File: config.mk
export PLATFORM = sky130hd
export DESIGN_NAME = quorum_masked_sample_average
export DESIGN_NICKNAME = d
export VERILOG_FILES = /design/src/rtl/qmsa_pkg.sv /design/src/rtl/qmsa_ctrl.sv /design/src/rtl/qmsa_dp.sv /design/src/rtl/quorum_masked_sample_average.sv
export SDC_FILE = /design/constraint.sdc
export NUM_CORES = 1
export LEC_CHECK = 0
export ABC_CLOCK_PERIOD_IN_PS = 3560
export CORE_AREA = 2 2 107 109
export CTS_CLUSTER_SIZE = 16
export DETAILED_ROUTE_END_ITERATION = 16
export DIE_AREA = 0 0 109 111
export DONT_BUFFER_PORTS = 1
export PLACE_DENSITY = 0.68
export RECOVER_POWER = 50
export SLEW_MARGIN = 20
export SYNTH_ARGS = -nofsm -noshare
export SYNTH_HDL_FRONTEND = slang
export SYNTH_SLANG_ARGS = --single-unit
File: constraint.sdc
create_clock -name i_clk -period 3.56 [get_ports i_clk]
set_input_delay 0.178 -clock i_clk [delete_from_list [all_inputs] [get_ports i_clk]]
set_output_delay 0.178 -clock i_clk [all_outputs]
set_load 0.05 [all_outputs]
File: src/rtl/qmsa_pkg.sv
package qmsa_pkg;

    // fixed field widths
    localparam int SAMPLE_W   = 16;
    localparam int MIN_CNT_W  = 5;
    localparam int CFG_IDX_W  = 2;
    localparam int CFG_DATA_W = 16;

    // configuration register indexes
    localparam logic [CFG_IDX_W-1:0] CFG_ERROR_MARKER = 2'd0;
    localparam logic [CFG_IDX_W-1:0] CFG_MIN_VALID    = 2'd1;

    // register reset values
    localparam logic [SAMPLE_W-1:0]  ERROR_MARKER_RST = 16'hFFFF;
    localparam logic [MIN_CNT_W-1:0] MIN_VALID_RST    = 5'd8;

    // commands from controller to datapath
    typedef struct packed {
        logic acc;       // take one item into the running sum
        logic div_step;  // one restoring division step
        logic load_out;  // move quotient and flag into the result register
    } t_dp_cmd;

    // status from datapath to controller
    typedef struct packed {
        logic last_sample;  // next item closes the block
    } t_dp_sts;

endpackage

File: src/rtl/qmsa_ctrl.sv
module qmsa_ctrl
    import qmsa_pkg::*;
#(
    parameter int SUM_W = 20
) (
    input  logic    i_clk,
    input  logic    i_rst_n,
    input  logic    i_in_valid,
    input  logic    i_out_ready,
    input  t_dp_sts i_sts,
    output t_dp_cmd o_cmd,
    output logic    o_in_ready,
    output logic    o_out_valid
);

    localparam int STEP_W = (SUM_W > 1) ? $clog2(SUM_W) : 1;

    localparam logic [1:0] S_IDLE = 2'd0;
    localparam logic [1:0] S_DIV  = 2'd1;
    localparam logic [1:0] S_WAIT = 2'd2;

    logic [1:0]        r_state, n_state;
    logic [STEP_W-1:0] r_step, n_step;
    logic              r_out_valid, n_out_valid;
    logic              out_free;
    logic              in_acc;

    assign o_in_ready = (r_state == S_IDLE);
    assign out_free   = !r_out_valid || i_out_ready;
    assign in_acc     = i_in_valid && o_in_ready;

    always_comb begin
        n_state        = r_state;
        n_step         = r_step;
        o_cmd          = '0;
        case (r_state)
            S_IDLE: begin
                o_cmd.acc  = in_acc;
                if (in_acc && i_sts.last_sample) begin
                    n_state = S_DIV;
                    n_step  = '0;
                end
            end
            S_DIV: begin
                o_cmd.div_step = 1'b1;
                n_step         = r_step + 1'b1;
                if (r_step == STEP_W'(SUM_W - 1)) begin
                    n_state = S_WAIT;
                end
            end
            S_WAIT: begin
                if (out_free) begin
                    o_cmd.load_out = 1'b1;
                    n_state        = S_IDLE;
                end
            end
            default: begin
                n_state = S_IDLE;
            end
        endcase
    end

    always_comb begin
        n_out_valid = r_out_valid;
        if (o_cmd.load_out) begin
            n_out_valid = 1'b1;
        end else if (i_out_ready) begin
            n_out_valid = 1'b0;
        end
    end

    assign o_out_valid = r_out_valid;

    always_ff @(posedge i_clk) begin
        if (!i_rst_n) begin
            r_state     <= S_IDLE;
            r_step      <= '0;
            r_out_valid <= 1'b0;
        end else begin
            r_state     <= n_state;
            r_step      <= n_step;
            r_out_valid <= n_out_valid;
        end
    end

endmodule

File: src/rtl/qmsa_dp.sv
module qmsa_dp
    import qmsa_pkg::*;
#(
    parameter int SAMPLES = 16
) (
    input  logic                 i_clk,
    input  logic                 i_rst_n,
    input  t_dp_cmd              i_cmd,
    input  logic [SAMPLE_W-1:0]  i_sample,
    input  logic [SAMPLE_W-1:0]  i_error_marker,
    input  logic [MIN_CNT_W-1:0] i_min_valid,
    output t_dp_sts              o_sts,
    output logic [SAMPLE_W-1:0]  o_mean,
    output logic                 o_ok
);

    localparam int IDX_W = $clog2(SAMPLES);
    localparam int CNT_W = $clog2(SAMPLES + 1);
    localparam int SUM_W = SAMPLE_W + $clog2(SAMPLES);
    localparam int CMP_W = (CNT_W > MIN_CNT_W) ? CNT_W : MIN_CNT_W;

    logic [SUM_W-1:0]    r_sum, n_sum;
    logic [CNT_W-1:0]    r_cnt, n_cnt;
    logic [IDX_W-1:0]    r_idx;
    logic [SUM_W-1:0]    r_quo;
    logic [CNT_W-1:0]    r_rem;
    logic [CNT_W-1:0]    r_div;
    logic                r_ok;
    logic [SAMPLE_W-1:0] r_mean;
    logic                r_ok_out;

    logic                sample_ok;
    logic                last;
    logic [MIN_CNT_W-1:0] need;
    logic                enough;
    logic [CNT_W:0]      rem_sh;
    logic                ge;

    assign sample_ok = (i_sample != i_error_marker);
    assign last      = (r_idx == IDX_W'(SAMPLES - 1));
    assign o_sts.last_sample = last;

    assign n_sum = sample_ok ? (r_sum + SUM_W'(i_sample)) : r_sum;
    assign n_cnt = sample_ok ? (r_cnt + 1'b1) : r_cnt;

    // a minimum of zero behaves as one
    assign need   = (i_min_valid == '0) ? MIN_CNT_W'(1) : i_min_valid;
    assign enough = (CMP_W'(n_cnt) >= CMP_W'(need));

    // restoring division, one quotient bit per step
    assign rem_sh = {r_rem, r_quo[SUM_W-1]};
    assign ge     = (rem_sh >= {1'b0, r_div});

    always_ff @(posedge i_clk) begin
        if (!i_rst_n) begin
            r_sum <= '0;
            r_cnt <= '0;
            r_idx <= '0;
        end else if (i_cmd.acc) begin
            if (last) begin
                r_sum <= '0;
                r_cnt <= '0;
                r_idx <= '0;
            end else begin
                r_sum <= n_sum;
                r_cnt <= n_cnt;
                r_idx <= r_idx + 1'b1;
            end
        end
    end

    always_ff @(posedge i_clk) begin
        if (i_cmd.acc && last) begin
            r_quo <= n_sum;
            r_rem <= '0;
            r_div <= n_cnt;
            r_ok  <= enough;
        end else if (i_cmd.div_step) begin
            r_quo <= {r_quo[SUM_W-2:0], ge};
            r_rem <= ge ? CNT_W'(rem_sh - {1'b0, r_div}) : rem_sh[CNT_W-1:0];
        end
        if (i_cmd.load_out) begin
            r_mean   <= r_ok ? r_quo[SAMPLE_W-1:0] : '0;
            r_ok_out <= r_ok;
        end
    end

    assign o_mean = r_mean;
    assign o_ok   = r_ok_out;

endmodule

File: src/rtl/quorum_masked_sample_average.sv
// channel | direction | handshake                  | payload
// input   | in        | i_in_valid / o_in_ready    | i_raw_distance
// result  | out       | o_out_valid / i_out_ready  | o_mean_distance, o_measurement_ok
// config  | in        | i_cfg_valid / o_cfg_ready  | i_cfg_index, i_cfg_data
//
// an item that does not close a block leaves ready high
// the item closing a block starts the bit-serial restoring divider over the SUM_W-bit
// sum (SUM_W = 16 + clog2(SAMPLES), 20 at SAMPLES = 16); ready stays low until the
// result register, once it is free, is loaded with the quotient
// the result register holds while i_out_ready is low; the next block still accumulates
// synchronous active-low reset clears sum, count, index and registers to defaults
module quorum_masked_sample_average
    import qmsa_pkg::*;
#(
    parameter int SAMPLES = 16
) (
    input  logic                  i_clk,
    input  logic                  i_rst_n,
    // sample items
    input  logic                  i_in_valid,
    output logic                  o_in_ready,
    input  logic [SAMPLE_W-1:0]   i_raw_distance,
    // result items
    output logic                  o_out_valid,
    input  logic                  i_out_ready,
    output logic [SAMPLE_W-1:0]   o_mean_distance,
    output logic                  o_measurement_ok,
    // register writes
    input  logic                  i_cfg_valid,
    output logic                  o_cfg_ready,
    input  logic [CFG_IDX_W-1:0]  i_cfg_index,
    input  logic [CFG_DATA_W-1:0] i_cfg_data
);

    // running sum must hold SAMPLES full-scale readings
    localparam int SUM_W = SAMPLE_W + $clog2(SAMPLES);

    logic [SAMPLE_W-1:0]  r_error_marker;
    logic [MIN_CNT_W-1:0] r_min_valid;
    t_dp_cmd              cmd;
    t_dp_sts              sts;

    // registers are always writable; unknown indexes are dropped
    assign o_cfg_ready = 1'b1;

    always_ff @(posedge i_clk) begin
        if (!i_rst_n) begin
            r_error_marker <= ERROR_MARKER_RST;
            r_min_valid    <= MIN_VALID_RST;
        end else if (i_cfg_valid) begin
            case (i_cfg_index)
                CFG_ERROR_MARKER: r_error_marker <= i_cfg_data[SAMPLE_W-1:0];
                CFG_MIN_VALID:    r_min_valid    <= i_cfg_data[MIN_CNT_W-1:0];
                default: begin
                end
            endcase
        end
    end

    // sequencing: accumulate, divide, hand over the result
    qmsa_ctrl #(
        .SUM_W (SUM_W)
    ) u_ctrl (
        .i_clk       (i_clk),
        .i_rst_n     (i_rst_n),
        .i_in_valid  (i_in_valid),
        .i_out_ready (i_out_ready),
        .i_sts       (sts),
        .o_cmd       (cmd),
        .o_in_ready  (o_in_ready),
        .o_out_valid (o_out_valid)
    );

    // sum, count, index, divider and result register
    qmsa_dp #(
        .SAMPLES (SAMPLES)
    ) u_dp (
        .i_clk          (i_clk),
        .i_rst_n        (i_rst_n),
        .i_cmd          (cmd),
        .i_sample       (i_raw_distance),
        .i_error_marker (r_error_marker),
        .i_min_valid    (r_min_valid),
        .o_sts          (sts),
        .o_mean         (o_mean_distance),
        .o_ok           (o_measurement_ok)
    );

endmodule

==> Flow_metrics.wiki, run 1 <==
{| class="wikitable"
! Metric !! Value
|-
| Number of flip-flops and latches in the synthesized netlist || 106
|-
| CTS buffer count || 9
|-
| Clk pwr share || 34.9%
|-
| Pleak || 2.49 nW
|-
| Hold Path Class || input port to flop
|-
| Placeable core region || 11100 um2
|-
| Crit end category || flop
|-
| Sequential fraction of design power || 47.8%
|-
| Horizontal die dimension || 109 um
|-
| Average wire per standard cell || 17.2 um
|-
| Number of violations of the max-capacitance limit || 0
|-
| # clock sinks || 106
|-
| Area growth from synthesis to layout || 8.91%
|-
| Worst-margin pin slew || 1050 ps
|-
| N_diodes || 0
|-
| DP Cell Count || 743
|-
| Top Ports || 59
|-
| Clock root buffer || sky130_fd_sc_hd__clkbuf_16
|-
| Sum Neg Setup Slack || 0 ps
|-
| Sequential-to-total area share from yosys stat || 44.1%
|-
| Clk buf depth || 2
|-
| Peak supply drop || 0.000231 V
|-
| Effective utilization at floorplan || 52.2%
|-
| Via/cell ratio || 5.87
|-
| Maximum number of pins on one net before global-route repair || 36
|-
| Net load switching power || 0.784 mW
|-
| Clk Latency, worst-skew pair || 340 ps
|-
| Power density relative to cell area || 448 nW/um2
|-
| Syn avg cell area || 9.31 um2
|-
| Die footprint || 12100 um2
|-
| Drt drc || 0
|-
| Gpl congestion || 0.902
|-
| Pins Over Slew Limit || 0
|-
| Finish-stage setup viols || 0
|-
| Ratio of final minimum period to clock period || 80.6%
|-
| Placed instance area || 5880 um2
|-
| Routed vias || 4556
|-
| Critical Setup Path Class || flop to flop
|-
| Nets || 698
|-
| Wire length of the first global-routing pass || 22000 um
|-
| Global route total overflow || 0
|-
| Aggregate global-route resource usage || 23.1%
|-
| RSZ-0062 raised after global routing || false
|-
| Syn Inst Count || 621
|-
| # H-tree levels || 3
|-
| Power share of the combinational group || 17.3%
|-
| CP Data Arrival Time || 2970 ps
|-
| Top FF cell, synth || sky130_fd_sc_hd__dfxtp_1
|-
| Maximum clock rate || 348 MHz
|-
| Vias in the first global route || 4443
|-
| Initial antenna violation count || 0
|-
| Worst path setup slack after routing || 690 ps
|-
| Antenna Violating Nets Remaining || 0
|-
| Non-filler instance count after layout || 776
|-
| Final design instance area without fill || 6300 um2
|-
| Unique cell type count in the Yosys netlist || 71
|-
| Drt pass-1 iters || 5
|-
| Post-Place Setup Slack || 911 ps
|-
| Clock transition time at the flip-flop clock pins of the worst setup and hold paths || 70 ps
|-
| Sum of routed wire length over all layers || 13400 um
|-
| Outcome || finished clean
|-
| Category of the worst setup path launch point || flop
|-
| Cell row count || 39
|-
| Detail Placement HPWL || 9710 um
|-
| Share of final-layout standard cells stronger than drive strength 1 || 6.00%
|-
| Net Sw Frac || 27.8%
|-
| Hold Vio Cnt, Final || 0
|-
| Port Buffer Count || 0
|-
| Worst-case headroom to the max-slew limit || 29.8%
|-
| Floorplan die height || 111 um
|-
| Number of warnings reported in the yosys synthesis log || 0
|-
| 1st-iter DRT viols || 332
|-
| CP required || 3660 ps
|-
| Netlist area before placement || 5780 um2
|-
| Net Count, Synth || 691
|-
| Cell-internal power || 2.04 mW
|-
| EDFF count, synth || 43
|-
| Clock Skews || 7.61 ps
|-
| Proportion of synthesized flip-flops having asynchronous set or reset || 0%
|-
| Largest driver fanout on the critical path || 7
|-
| Crit path time final || 2870 ps
|-
| Clock tree from TritonCTS || done
|}
## cells by family (layout without fill, tap and decap cells)
family / after synthesis / count (layout) / synth area share (%)
flip-flops: 106 / 106 / 44.1
adder cells (fa/ha/maj): 31 / 31 / 6.97
AO/OA/AOI/OAI: 131 / 131 / 15.4
XOR/XNOR: 37 / 37 / 5.60
multiplexers: 13 / 13 / 2.29
buffers and inverters: 54 / 66 / 4.07
AND/OR/NAND/NOR: 248 / 248 / 21.5
other: 1 / 1 / 0.0648
## sequential cells by signal, summed over array words and instances, names as in the netlist
name,count
u_dp.o_ok,1
u_dp.r_sum,20
u_dp.r_cnt,5
u_ctrl.o_out_valid,1
u_ctrl.r_step,5
u_dp.r_quo,20
u_dp.o_mean,16
u_dp.r_rem,5
u_dp.r_idx,4
u_ctrl.r_state,2
u_dp.r_div,5
r_error_marker,16
r_min_valid,5
u_dp.r_ok,1
## layout by cell type, fill, tap and decap left out, types with 11 or more instances in the layout
| cell | count |
|---|---|
| sky130_fd_sc_hd__xnor2_1 | 16 |
| sky130_fd_sc_hd__a31oi_1 | 16 |
| sky130_fd_sc_hd__dfxtp_1 | 63 |
| sky130_fd_sc_hd__xor2_1 | 21 |
| sky130_fd_sc_hd__nor2_1 | 45 |
| sky130_fd_sc_hd__mux2i_1 | 11 |
| sky130_fd_sc_hd__o21ai_0 | 13 |
| sky130_fd_sc_hd__edfxtp_1 | 43 |
| sky130_fd_sc_hd__nand2_1 | 81 |
| sky130_fd_sc_hd__a21oi_1 | 33 |
| sky130_fd_sc_hd__o21ai_1 | 15 |
| sky130_fd_sc_hd__nand3_1 | 43 |
| sky130_fd_sc_hd__inv_1 | 22 |
| sky130_fd_sc_hd__dlygate4sd3_1 | 16 |
| sky130_fd_sc_hd__ha_1 | 29 |
## synth_stat cells, types with 3 or more instances
master	n	area, um2
sky130_fd_sc_hd__edfxtp_1	43	1290
sky130_fd_sc_hd__and4_1	4	35.0
sky130_fd_sc_hd__nand3_1	43	215
sky130_fd_sc_hd__o21ai_1	15	75.1
sky130_fd_sc_hd__nand4_1	8	50.1
sky130_fd_sc_hd__a32oi_1	4	35.0
sky130_fd_sc_hd__a22oi_1	8	60.1
sky130_fd_sc_hd__nand2b_1	7	43.8
sky130_fd_sc_hd__nor2b_1	4	25.0
sky130_fd_sc_hd__o211ai_1	4	30.0
sky130_fd_sc_hd__mux2i_1	11	110
sky130_fd_sc_hd__o21a_1	3	22.5
sky130_fd_sc_hd__clkbuf_1	16	60.1
sky130_fd_sc_hd__buf_2	8	40.0
sky130_fd_sc_hd__buf_4	4	30.0
sky130_fd_sc_hd__a31oi_1	16	100
sky130_fd_sc_hd__o21ai_0	13	65.1
sky130_fd_sc_hd__and3_1	6	37.5
sky130_fd_sc_hd__nor3_1	9	45.0
sky130_fd_sc_hd__a21o_1	7	52.6
sky130_fd_sc_hd__inv_1	22	82.6
sky130_fd_sc_hd__inv_2	3	11.3
sky130_fd_sc_hd__ha_1	29	363
sky130_fd_sc_hd__or3_1	5	31.3
sky130_fd_sc_hd__and2_1	19	119
sky130_fd_sc_hd__nor4_2	4	50.1
sky130_fd_sc_hd__xnor2_1	16	140
sky130_fd_sc_hd__nor2_1	45	169
sky130_fd_sc_hd__a21oi_1	33	165
sky130_fd_sc_hd__nand2_1	81	304
sky130_fd_sc_hd__dfxtp_1	63	1260
sky130_fd_sc_hd__xor2_1	21	184
## power by group through the flow
stage               combinational [mW]  clock [mW]  sequential [mW]
floorplan                        0.377           0             1.35
global placement                 0.452           0             1.37
detailed placement               0.461           0             1.37
CTS                              0.485       0.998             1.34
global route                     0.544        1.05             1.35
finish                           0.488       0.984             1.35
## worst max-delay path: stages, from the launching register on
cell and delay, ps:
sky130_fd_sc_hd__dfxtp_1 320, sky130_fd_sc_hd__xor2_1 160, sky130_fd_sc_hd__nor4_1 470, sky130_fd_sc_hd__nand4_1 500, sky130_fd_sc_hd__nand4_1 320, sky130_fd_sc_hd__xnor2_1 210
sky130_fd_sc_hd__ha_1 280, sky130_fd_sc_hd__nor2b_1 120, sky130_fd_sc_hd__o21ai_0 160, sky130_fd_sc_hd__nand2b_1 70
## through the flow
stage                     hold slack [ps]  utilization, %  total power, mW
after floorplan                       302               -             1.73
after CTS                           0.709            57.2             2.83
after global placement                246            53.1             1.82
after detailed placement              254            53.1             1.83
after global routing                 18.2            56.9             2.94
final                                5.81            56.9             2.82
## timing repair
item,4_1_cts,5_1_grt
resized for setup,0,0
setup buffers,0,0
hold endpoints to repair,32,0
hold buffers,17,0
## worst paths after layout
path                                         from  slack, ps                             to  depth (start not counted)
setup reg to reg  r_error_marker[13]$_SDFFE_PN1P_        690            u_dp.r_ok$_DFFE_PP_                          9
hold / removal                            i_rst_n          6     u_dp.r_cnt[4]$_SDFFE_PN0P_                          2
hold reg to reg     u_ctrl.r_step[4]$_SDFFE_PN0P_        470  u_ctrl.r_step[4]$_SDFFE_PN0P_                          1
setup / recovery  r_error_marker[13]$_SDFFE_PN1P_        690            u_dp.r_ok$_DFFE_PP_                          9
## area by class of cell
cell class | count | area, um2
Sequential cell | 106 | 2550
Multi-Input combinational cell | 461 | 2970
Timing Repair Buffer | 25 | 214
Inverter | 25 | 93.8
Fill cell | 957 | 4780
Clock inverter | 6 | 58.8
Tap cell | 143 | 179
Clock buffer | 10 | 229
## metal layers
| metal | vias up | share of wire, % | track usage [%] |
|---|---|---|---|
| li1 | 2242 | - | - |
| met1 | 2130 | 45 | 32.2 |
| met4 | 0 | 1.6 | 6.24 |
| met5 | - | 0 | 0 |
| met2 | 167 | 47 | 36.9 |
| met3 | 17 | 6.4 | 4.06 |
Power figures use the tool's default switching activity.
==> inputs of run 2 (changes only) <==
Settings changed: ABC_AREA from default to 1, ABC_CLOCK_PERIOD_IN_PS 3560 to 2750, CORE_AREA 2 2 107 109 to 2 2 110 112, DIE_AREA 0 0 109 111 to 0 0 112 114.
Clock period 3.56 ns to 2.75 ns, I/O delays scaled along.
==> run 2 against run 1 <==
Largest power group unchanged. Synthesized cell count rose by 30%. Critical path depth is 4 higher. Combinational power rose by 24%. Power rose by 26%. Clock power increased by 25%. Final cell count up 25%. Sequential share of layout area is 2.2 points lower. Count of clock-buffer cells in the layout up 2. Critical endpoint unchanged. Critical path type unchanged. Register-to-register slack got worse by 290 ps. Global-route usage grew 0.16 points.
==> Flow_metrics.wiki, run 2 <==
{| class="wikitable"
! Metric !! Value
|-
| Outcome || finished clean (unchanged)
|-
| Antenna Violating Nets Remaining || 0 (unchanged)
|-
| Worst-margin pin slew || 1050 ps (about the same)
|-
| Power density relative to cell area || 533 nW/um2 (was 448 nW/um2)
|-
| Sum Neg Setup Slack || 0 ps (unchanged)
|-
| Netlist area before placement || 6130 um2 (was 5780 um2)
|-
| Most frequent cells in the layout || 244 x sky130_fd_sc_hd__nand2_1, 88 x sky130_fd_sc_hd__inv_1, 63 x sky130_fd_sc_hd__dfxtp_1, 56 x sky130_fd_sc_hd__nand3_1, 55 x sky130_fd_sc_hd__nor2_1 (was 81 x sky130_fd_sc_hd__nand2_1, 63 x sky130_fd_sc_hd__dfxtp_1, 45 x sky130_fd_sc_hd__nor2_1, 43 x sky130_fd_sc_hd__nand3_1, 43 x sky130_fd_sc_hd__edfxtp_1)
|-
| Most area-consuming cells after synthesis || sky130_fd_sc_hd__edfxtp_1 21%, sky130_fd_sc_hd__dfxtp_1 21%, sky130_fd_sc_hd__nand2_1 15%, sky130_fd_sc_hd__ha_1 5.9%, sky130_fd_sc_hd__inv_1 5.4% (was sky130_fd_sc_hd__edfxtp_1 22%, sky130_fd_sc_hd__dfxtp_1 22%, sky130_fd_sc_hd__ha_1 6.3%, sky130_fd_sc_hd__nand2_1 5.3%, sky130_fd_sc_hd__nand3_1 3.7%)
|-
| Proportion of synthesized flip-flops having asynchronous set or reset || 0% (unchanged)
|-
| Final design instance area without fill || 6670 um2 (was 6300 um2)
|-
| Cell row count || 40 (was 39)
|-
| Number of flip-flops and latches in the synthesized netlist || 106 (unchanged)
|-
| Clock root buffer || sky130_fd_sc_hd__clkbuf_16 (unchanged)
|-
| Global route total overflow || 0 (unchanged)
|-
| Port Buffer Count || 0 (unchanged)
|-
| Drt pass-1 iters || 5 (unchanged)
|-
| RSZ-0062 raised after global routing || false (unchanged)
|-
| Placed instance area || 6220 um2 (was 5880 um2)
|-
| Clk Latency, worst-skew pair || 350 ps (was 340 ps)
|-
| Clock tree from TritonCTS || done (unchanged)
|-
| CP required || 2850 ps (was 3660 ps)
|-
| Crit end category || flop (unchanged)
|-
| Most common cell in the synthesized netlist || sky130_fd_sc_hd__nand2_1 (unchanged)
|-
| Worst-case headroom to the max-slew limit || 29.9% (was 29.8%)
|-
| Pins Over Slew Limit || 0 (unchanged)
|-
| Effective utilization at floorplan || 52.4% (was 52.2%)
|-
| Clock transition time at the flip-flop clock pins of the worst setup and hold paths || 70 ps (about the same)
|-
| Top post-synthesis cells by count || 244 x sky130_fd_sc_hd__nand2_1, 88 x sky130_fd_sc_hd__inv_1, 63 x sky130_fd_sc_hd__dfxtp_1, 56 x sky130_fd_sc_hd__nand3_1 (was 81 x sky130_fd_sc_hd__nand2_1, 63 x sky130_fd_sc_hd__dfxtp_1, 45 x sky130_fd_sc_hd__nor2_1, 43 x sky130_fd_sc_hd__edfxtp_1, 43 x sky130_fd_sc_hd__nand3_1)
|-
| Area growth from synthesis to layout || 8.80% (was 8.91%)
|-
| Maximum clock rate || 426 MHz (was 348 MHz)
|-
| Number of violations of the max-capacitance limit || 0 (unchanged)
|-
| # H-tree levels || 3 (unchanged)
|-
| Sequential-to-total area share from yosys stat || 41.6% (was 44.1%)
|-
| Share of final-layout standard cells stronger than drive strength 1 || 6.58% (was 6.00%)
|-
| Worst path setup slack after routing || 404 ps (was 690 ps)
|-
| Finish-stage setup viols || 0 (unchanged)
|-
| CP Data Arrival Time || 2450 ps (was 2970 ps)
|-
| Average wire per standard cell || 14.8 um (was 17.2 um)
|-
| Via/cell ratio || 5.33 (was 5.87)
|-
| Placeable core region || 11700 um2 (was 11100 um2)
|-
| Net Count, Synth || 875 (was 691)
|-
| Gpl congestion || 0.903 (was 0.902)
|-
| Critical Setup Path Class || flop to flop (unchanged)
|-
| Sequential fraction of design power || 48.4% (was 47.8%)
|-
| Net Sw Frac || 28.6% (was 27.8%)
|-
| Unique cell type count in the Yosys netlist || 43 (was 71)
|-
| Power share of the combinational group || 17.0% (was 17.3%)
|-
| Yosys top cell area share || 21.1% (was 22.3%)
|-
| Routed vias || 5160 (was 4556)
|-
| Tightest hold margin || 62.6 ps (was 5.81 ps)
|-
| Top FF cell, synth || sky130_fd_sc_hd__dfxtp_1 (unchanged)
|-
| Vias in the first global route || 4740 (was 4443)
|-
| Sum of routed wire length over all layers || 14300 um (was 13400 um)
|-
| # clock sinks || 106 (unchanged)
|-
| Fill cell total of the finished layout || 1128 (was 957)
|-
| Top Ports || 59 (unchanged)
|-
| Clock Skews || 10.2 ps (was 7.61 ps)
|-
| Leading registers by flop count || u_dp.r_quo (20), u_dp.r_sum (20) (unchanged)
|-
| Cell-internal power || 2.54 mW (was 2.04 mW)
|-
| Cell taking the most area after synthesis || sky130_fd_sc_hd__edfxtp_1 (unchanged)
|-
| Crit path time final || 2350 ps (was 2870 ps)
|-
| Largest driver fanout on the critical path || 28 (was 7)
|-
| Category of the worst setup path launch point || flop (unchanged)
|-
| Nets || 886 (was 698)
|-
| Post-CTS Setup Repair Bufs || 0 (unchanged)
|-
| Post-Place Setup Slack || 500 ps (was 911 ps)
|-
| Hold Vio Cnt, Final || 0 (unchanged)
|-
| Syn Inst Count || 805 (was 621)
|-
| Wire length of the first global-routing pass || 23300 um (was 22000 um)
|-
| 1st-iter DRT viols || 369 (was 332)
|-
| Horizontal die dimension || 112 um (was 109 um)
|-
| Multi-input combinational cell area || 3070 um2 (was 2970 um2)
|-
| Most frequent standard cell in the layout excluding fill and tap cells || sky130_fd_sc_hd__nand2_1 (unchanged)
|-
| N_diodes || 0 (unchanged)
|-
| Ratio of final minimum period to clock period || 85.3% (was 80.6%)
|-
| Aggregate global-route resource usage || 23.3% (was 23.1%)
|-
| Number of warnings reported in the yosys synthesis log || 0 (unchanged)
|-
| Syn avg cell area || 7.62 um2 (was 9.31 um2)
|-
| Hold Path Class || input port to flop (unchanged)
|-
| Count of instances resized after the clock tree is built || 0 (unchanged)
|-
| Peak supply drop || 0.000355 V (was 0.000231 V)
|-
| Detail Placement HPWL || 10600 um (was 9710 um)
|-
| Clk pwr share || 34.6% (was 34.9%)
|-
| Clk buf depth || 2 (unchanged)
|-
| Pleak || 2.98 nW (was 2.49 nW)
|-
| Initial antenna violation count || 0 (unchanged)
|-
| Net load switching power || 1.02 mW (was 0.784 mW)
|-
| Drt drc || 0 (unchanged)
|-
| Die footprint || 12800 um2 (was 12100 um2)
|-
| Floorplan die height || 114 um (was 111 um)
|-
| CTS buffer count || 9 (unchanged)
|-
| Footprint of the flip-flops and latches || 2550 um2 (unchanged)
|-
| Maximum number of pins on one net before global-route repair || 36 (unchanged)
|-
| Power Total || 3.55 mW (was 2.82 mW)
|-
| EDFF count, synth || 43 (unchanged)
|}
==> run 2: changes by cell type in the layout (fill, tap and decap cells not counted), moves of 10 or more <==
cell,previous run,this run
sky130_fd_sc_hd__o21ai_0,13,30
sky130_fd_sc_hd__nand3_1,43,56
sky130_fd_sc_hd__a21oi_1,33,52
sky130_fd_sc_hd__nor2_1,45,55
sky130_fd_sc_hd__mux2i_1,11,0
sky130_fd_sc_hd__a31oi_1,16,5
sky130_fd_sc_hd__nand2_1,81,244
sky130_fd_sc_hd__inv_1,22,88
sky130_fd_sc_hd__and2_1,10,0
==> run 2: area by class of cell <==
cell class	instances	area share, %
clock buffer	12	3.70
clock inverter	4	0.431
inverter	93	5.23
multi-input combinational	580	46.1
timing repair buffer	26	3.53
tap	147	2.76
sequential	106	38.3
==> run 2: power groups by stage <==
stage / sequential [mW] / combinational (mW) / clock [mW]
floorplan: 1.74 / 0.458 / 0
global placement: 1.75 / 0.558 / 0
detailed placement: 1.75 / 0.569 / 0
CTS: 1.72 / 0.602 / 1.25
global route: 1.72 / 0.687 / 1.33
finish: 1.72 / 0.606 / 1.23
==> run 2: cells by family (layout without fill, tap and decap cells) <==
logic type               count (synthesis)  in the layout  share of synthesized area, %
XOR/XNOR                                25             25                          3.57
buffers and inverters                  119            135                          8.10
AO/OA/AOI/OAI                          137            137                          13.6
adder cells (fa/ha/maj)                 31             31                          6.57
flip-flops                             106            106                          41.6
other                                    1              1                        0.0612
AND/OR/NAND/NOR                        386            386                          26.4
==> run 2: worst paths after layout <==
path,from,to,slack (ps),cells after the start
setup / recovery,r_error_marker[3]$_SDFFE_PN1P_,u_dp.r_ok$_DFFE_PP_,400,13
hold / removal,i_cfg_index[1],r_min_valid[3]$_SDFFE_PN1P_,60,3
setup reg to reg,r_error_marker[3]$_SDFFE_PN1P_,u_dp.r_ok$_DFFE_PP_,400,13
hold reg to reg,u_dp.r_rem[4]$_SDFFE_PP0P_,u_dp.r_rem[4]$_SDFFE_PP0P_,470,2
==> run 2: metrics by stage <==
stage | util (%) | std cells
finish | 57.0 | 968
global route | 57.0 | 968
CTS | 57.1 | 968
detailed placement | 53.2 | 933
global placement | 53.2 | 933
floorplan | - | 805
==> run 2: critical path: stages, from the launching register on <==
cell                       delay, ps
sky130_fd_sc_hd__dfxtp_1         320
sky130_fd_sc_hd__xor2_1          150
sky130_fd_sc_hd__nor2_1          100
sky130_fd_sc_hd__nand2_1         110
sky130_fd_sc_hd__nor2_1          180
sky130_fd_sc_hd__nand2_4         220
sky130_fd_sc_hd__xnor2_1         260
sky130_fd_sc_hd__ha_1            260
sky130_fd_sc_hd__inv_1            50
sky130_fd_sc_hd__nand2_1          40
sky130_fd_sc_hd__a21oi_1         120
sky130_fd_sc_hd__o21bai_1         70
sky130_fd_sc_hd__a21oi_1         130
sky130_fd_sc_hd__o21bai_1         70
==> run 2: routing by layer <==
metal	routed length (um)	vias to the layer above	GRT usage, %	part of all wire [%]
li1	-	2649	-	-
met1	6850	2367	31.8	48
met2	6540	130	38.0	46
met3	722	14	3.45	5.0
met4	235	0	8.54	1.6
met5	0	-	0	0
==> run 2: repair_timing <==
action	in CTS	in global routing
hold endpoints to repair	26	0
endpoints found under the setup margin	0	0
hold buffers	19	0
==> inputs of run 3 (changes only) <==
Settings changed: PLACE_DENSITY 0.68 to default, PLACE_DENSITY_LB_ADDON from default to 0.08.
==> run 3 against run 2 <==
Maximum frequency decreased by 0.65%. Sequential power about the same. Sequential share of layout area decreased by 0.19 points. Combinational power about the same. First-iteration DRC count decreased by 13%. Core utilization increased by 0.28 points. Critical endpoint is now u_dp.r_quo[0]$_DFFE_PP_. Largest cell class unchanged.
==> Flow_metrics.wiki, run 3 (synthesis gave the netlist of run 2 again) <==
{| class="wikitable"
! Metric !! Value
|-
| Outcome || finished clean (unchanged)
|-
| Crit path time final || 2360 ps (was 2350 ps)
|-
| Ratio of final minimum period to clock period || 85.9% (was 85.3%)
|-
| Global route total overflow || 0 (unchanged)
|-
| Worst path depth || 8 (was 13)
|-
| Area growth from synthesis to layout || 9.33% (was 8.80%)
|-
| Clock Skews || 8.51 ps (was 10.2 ps)
|-
| # clock sinks || 106 (unchanged)
|-
| Antenna Violating Nets Remaining || 0 (unchanged)
|-
| Clock transition time at the flip-flop clock pins of the worst setup and hold paths || 70 ps (about the same)
|-
| Worst-case headroom to the max-slew limit || 38.5% (was 29.9%)
|-
| Share of final-layout standard cells stronger than drive strength 1 || 7.53% (was 6.58%)
|-
| Nets || 888 (was 886)
|-
| Sum of routed wire length over all layers || 14200 um (was 14300 um)
|-
| Cell type group with the largest total delay on the critical path || buffers and inverters (was simple AND/OR/NAND/NOR gates)
|-
| Pleak || 3.00 nW (was 2.98 nW)
|-
| Drt pass-1 iters || 5 (unchanged)
|-
| Detail Placement HPWL || 10600 um (about the same)
|-
| Initial antenna violation count || 0 (unchanged)
|-
| Die footprint || 12800 um2 (unchanged)
|-
| N_diodes || 0 (unchanged)
|-
| WHS Path Cells || 3 (unchanged)
|-
| Worst path setup slack after routing || 389 ps (was 404 ps)
|-
| Power density relative to cell area || 533 nW/um2 (about the same)
|-
| CTS buffer count || 9 (unchanged)
|-
| Leading registers by flop count || u_dp.r_quo (20), u_dp.r_sum (20) (unchanged)
|-
| Via/cell ratio || 5.30 (was 5.33)
|-
| Aggregate global-route resource usage || 23.2% (was 23.3%)
|-
| Post-Place Setup Slack || 467 ps (was 500 ps)
|-
| Clk buf depth || 2 (unchanged)
|-
| 1st-iter DRT viols || 321 (was 369)
|-
| Number of violations of the max-capacitance limit || 0 (unchanged)
|-
| Clock root buffer || sky130_fd_sc_hd__clkbuf_16 (unchanged)
|-
| Maximum number of pins on one net before global-route repair || 31 (was 36)
|-
| Clk Latency, worst-skew pair || 360 ps (was 350 ps)
|-
| Pins Over Slew Limit || 0 (unchanged)
|-
| Drt drc || 0 (unchanged)
|-
| Depth of the worst register-to-register path || 8 (was 13)
|-
| Average wire per standard cell || 14.7 um (was 14.8 um)
|-
| Horizontal die dimension || 112 um (unchanged)
|-
| Buf/Inv on CP || 3 (was 1)
|-
| Vias in the first global route || 4860 (was 4740)
|-
| Hold Vio Cnt, Final || 0 (unchanged)
|-
| Tightest hold margin || 47.1 ps (was 62.6 ps)
|-
| Worst-margin pin slew || 920 ps (was 1050 ps)
|-
| Critical Path Max Stage Delay || 520 ps (was 320 ps)
|-
| Effective utilization at floorplan || 52.4% (unchanged)
|-
| Top Ports || 59 (unchanged)
|-
| Hold Path Class || input port to flop (unchanged)
|-
| Final design instance area without fill || 6700 um2 (was 6670 um2)
|-
| Crit end category || flop (unchanged)
|-
| Category of the worst setup path launch point || flop (unchanged)
|-
| Peak supply drop || 0.000345 V (was 0.000355 V)
|-
| Wire length of the first global-routing pass || 23400 um (was 23300 um)
|-
| Cells along the critical path || nor2_2 > clkbuf_1 > nand2_2 > nor2_4 > buf_4 > inv_2 > nand2_1 > o21ai_1 (was xor2_1 > nor2_1 > nand2_1 > nor2_1 > nand2_4 > xnor2_1 > ha_1 > inv_1 > nand2_1 > a21oi_1 > o21bai_1 > a21oi_1 > o21bai_1)
|-
| Count of instances resized after the clock tree is built || 0 (unchanged)
|-
| Critical Setup Path Class || flop to flop (unchanged)
|-
| Sum Neg Setup Slack || 0 ps (unchanged)
|-
| Finish-stage setup viols || 0 (unchanged)
|-
| Finished Core Util || 57.2% (was 57.0%)
|-
| Most frequent cells in the layout || 244 x sky130_fd_sc_hd__nand2_1, 88 x sky130_fd_sc_hd__inv_1, 63 x sky130_fd_sc_hd__dfxtp_1, 56 x sky130_fd_sc_hd__nand3_1 (was 244 x sky130_fd_sc_hd__nand2_1, 88 x sky130_fd_sc_hd__inv_1, 63 x sky130_fd_sc_hd__dfxtp_1, 56 x sky130_fd_sc_hd__nand3_1, 55 x sky130_fd_sc_hd__nor2_1)
|-
| Routed vias || 5143 (was 5160)
|-
| Placeable core region || 11700 um2 (unchanged)
|-
| Maximum clock rate || 424 MHz (was 426 MHz)
|-
| # H-tree levels || 3 (unchanged)
|-
| Cell row count || 40 (unchanged)
|-
| Gpl congestion || 0.950 (was 0.903)
|-
| Largest driver fanout on the critical path || 29 (was 28)
|-
| Slowest cell on the critical path || sky130_fd_sc_hd__clkbuf_1 (was sky130_fd_sc_hd__dfxtp_1)
|-
| RSZ-0062 raised after global routing || false (unchanged)
|-
| Floorplan die height || 114 um (unchanged)
|-
| Port Buffer Count || 0 (unchanged)
|-
| Clock tree from TritonCTS || done (unchanged)
|-
| Placed instance area || 6240 um2 (was 6220 um2)
|-
| CP Data Arrival Time || 2450 ps (about the same)
|-
| CP required || 2840 ps (was 2850 ps)
|-
| Most frequent standard cell in the layout excluding fill and tap cells || sky130_fd_sc_hd__nand2_1 (unchanged)
|}
[run 3: cell types whose count changed in the layout (fill, tap and decap cells not counted), moves of 2 or more]
cell and change:
sky130_fd_sc_hd__nor2_1 -3, sky130_fd_sc_hd__nor2_2 +3, sky130_fd_sc_hd__buf_4 +2, sky130_fd_sc_hd__clkinv_2 +2, sky130_fd_sc_hd__clkinv_4 -2
[run 3: worst reg2reg max path: stages (launching register included)]
cell	delay, ps
sky130_fd_sc_hd__dfxtp_1	350
sky130_fd_sc_hd__nor2_2	80
sky130_fd_sc_hd__clkbuf_1	520
sky130_fd_sc_hd__nand2_2	150
sky130_fd_sc_hd__nor2_4	320
sky130_fd_sc_hd__buf_4	270
sky130_fd_sc_hd__inv_2	210
sky130_fd_sc_hd__nand2_1	120
sky130_fd_sc_hd__o21ai_1	80
[run 3: path summary, 6_finish.rpt]
check	startpoint	endpoint	slack, ps
min reg2reg	u_dp.r_idx[2]$_SDFFE_PN0P_	u_dp.r_idx[2]$_SDFFE_PN0P_	470
min	i_cfg_index[0]	r_min_valid[3]$_SDFFE_PN1P_	50
max	u_ctrl.r_state[0]$_SDFFE_PN0P_	u_dp.r_quo[0]$_DFFE_PP_	390
max reg2reg	u_ctrl.r_state[0]$_SDFFE_PN0P_	u_dp.r_quo[0]$_DFFE_PP_	390
[run 3: what timing repair did]
item / 4_1_cts / 5_1_grt
setup buffers: 0 / 0
endpoints found under the hold margin: 26 / 0
hold buffers: 19 / 0
[run 3: power breakdown]
group	internal, mW	switching (mW)	leakage, nW
registers	1.67	0.0438	0.839
logic	0.227	0.381	2.02
clock network	0.646	0.602	0.138
[run 3: metal layers]
| metal | GRT usage (%) | vias up | share of wire, % |
|---|---|---|---|
| met5 | 0 | - | 0 |
| met4 | 7.40 | 0 | 1.4 |
| met3 | 5.53 | 16 | 5.8 |
| met2 | 38.1 | 127 | 46 |
| met1 | 30.5 | 2341 | 47 |
| li1 | - | 2659 | - |
[run 3: layout make-up]
| type | count | area (um2) |
|---|---|---|
| fillers | 1112 | 5010 |
| multi-input cells | 580 | 3090 |
| inverters | 93 | 349 |
| well taps | 147 | 184 |
| clock buffers | 11 | 243 |
| flip-flops and latches | 106 | 2550 |
| clock inverters | 5 | 37.5 |
| repair buffers | 28 | 250 |
[run 3: through the flow]
stage	cells	power [mW]
6_report	970	3.57
5_1_grt	970	3.74
4_1_cts	970	3.59
3_5_place_dp	935	2.33
3_3_place_gp	935	2.32
2_1_floorplan	805	2.20
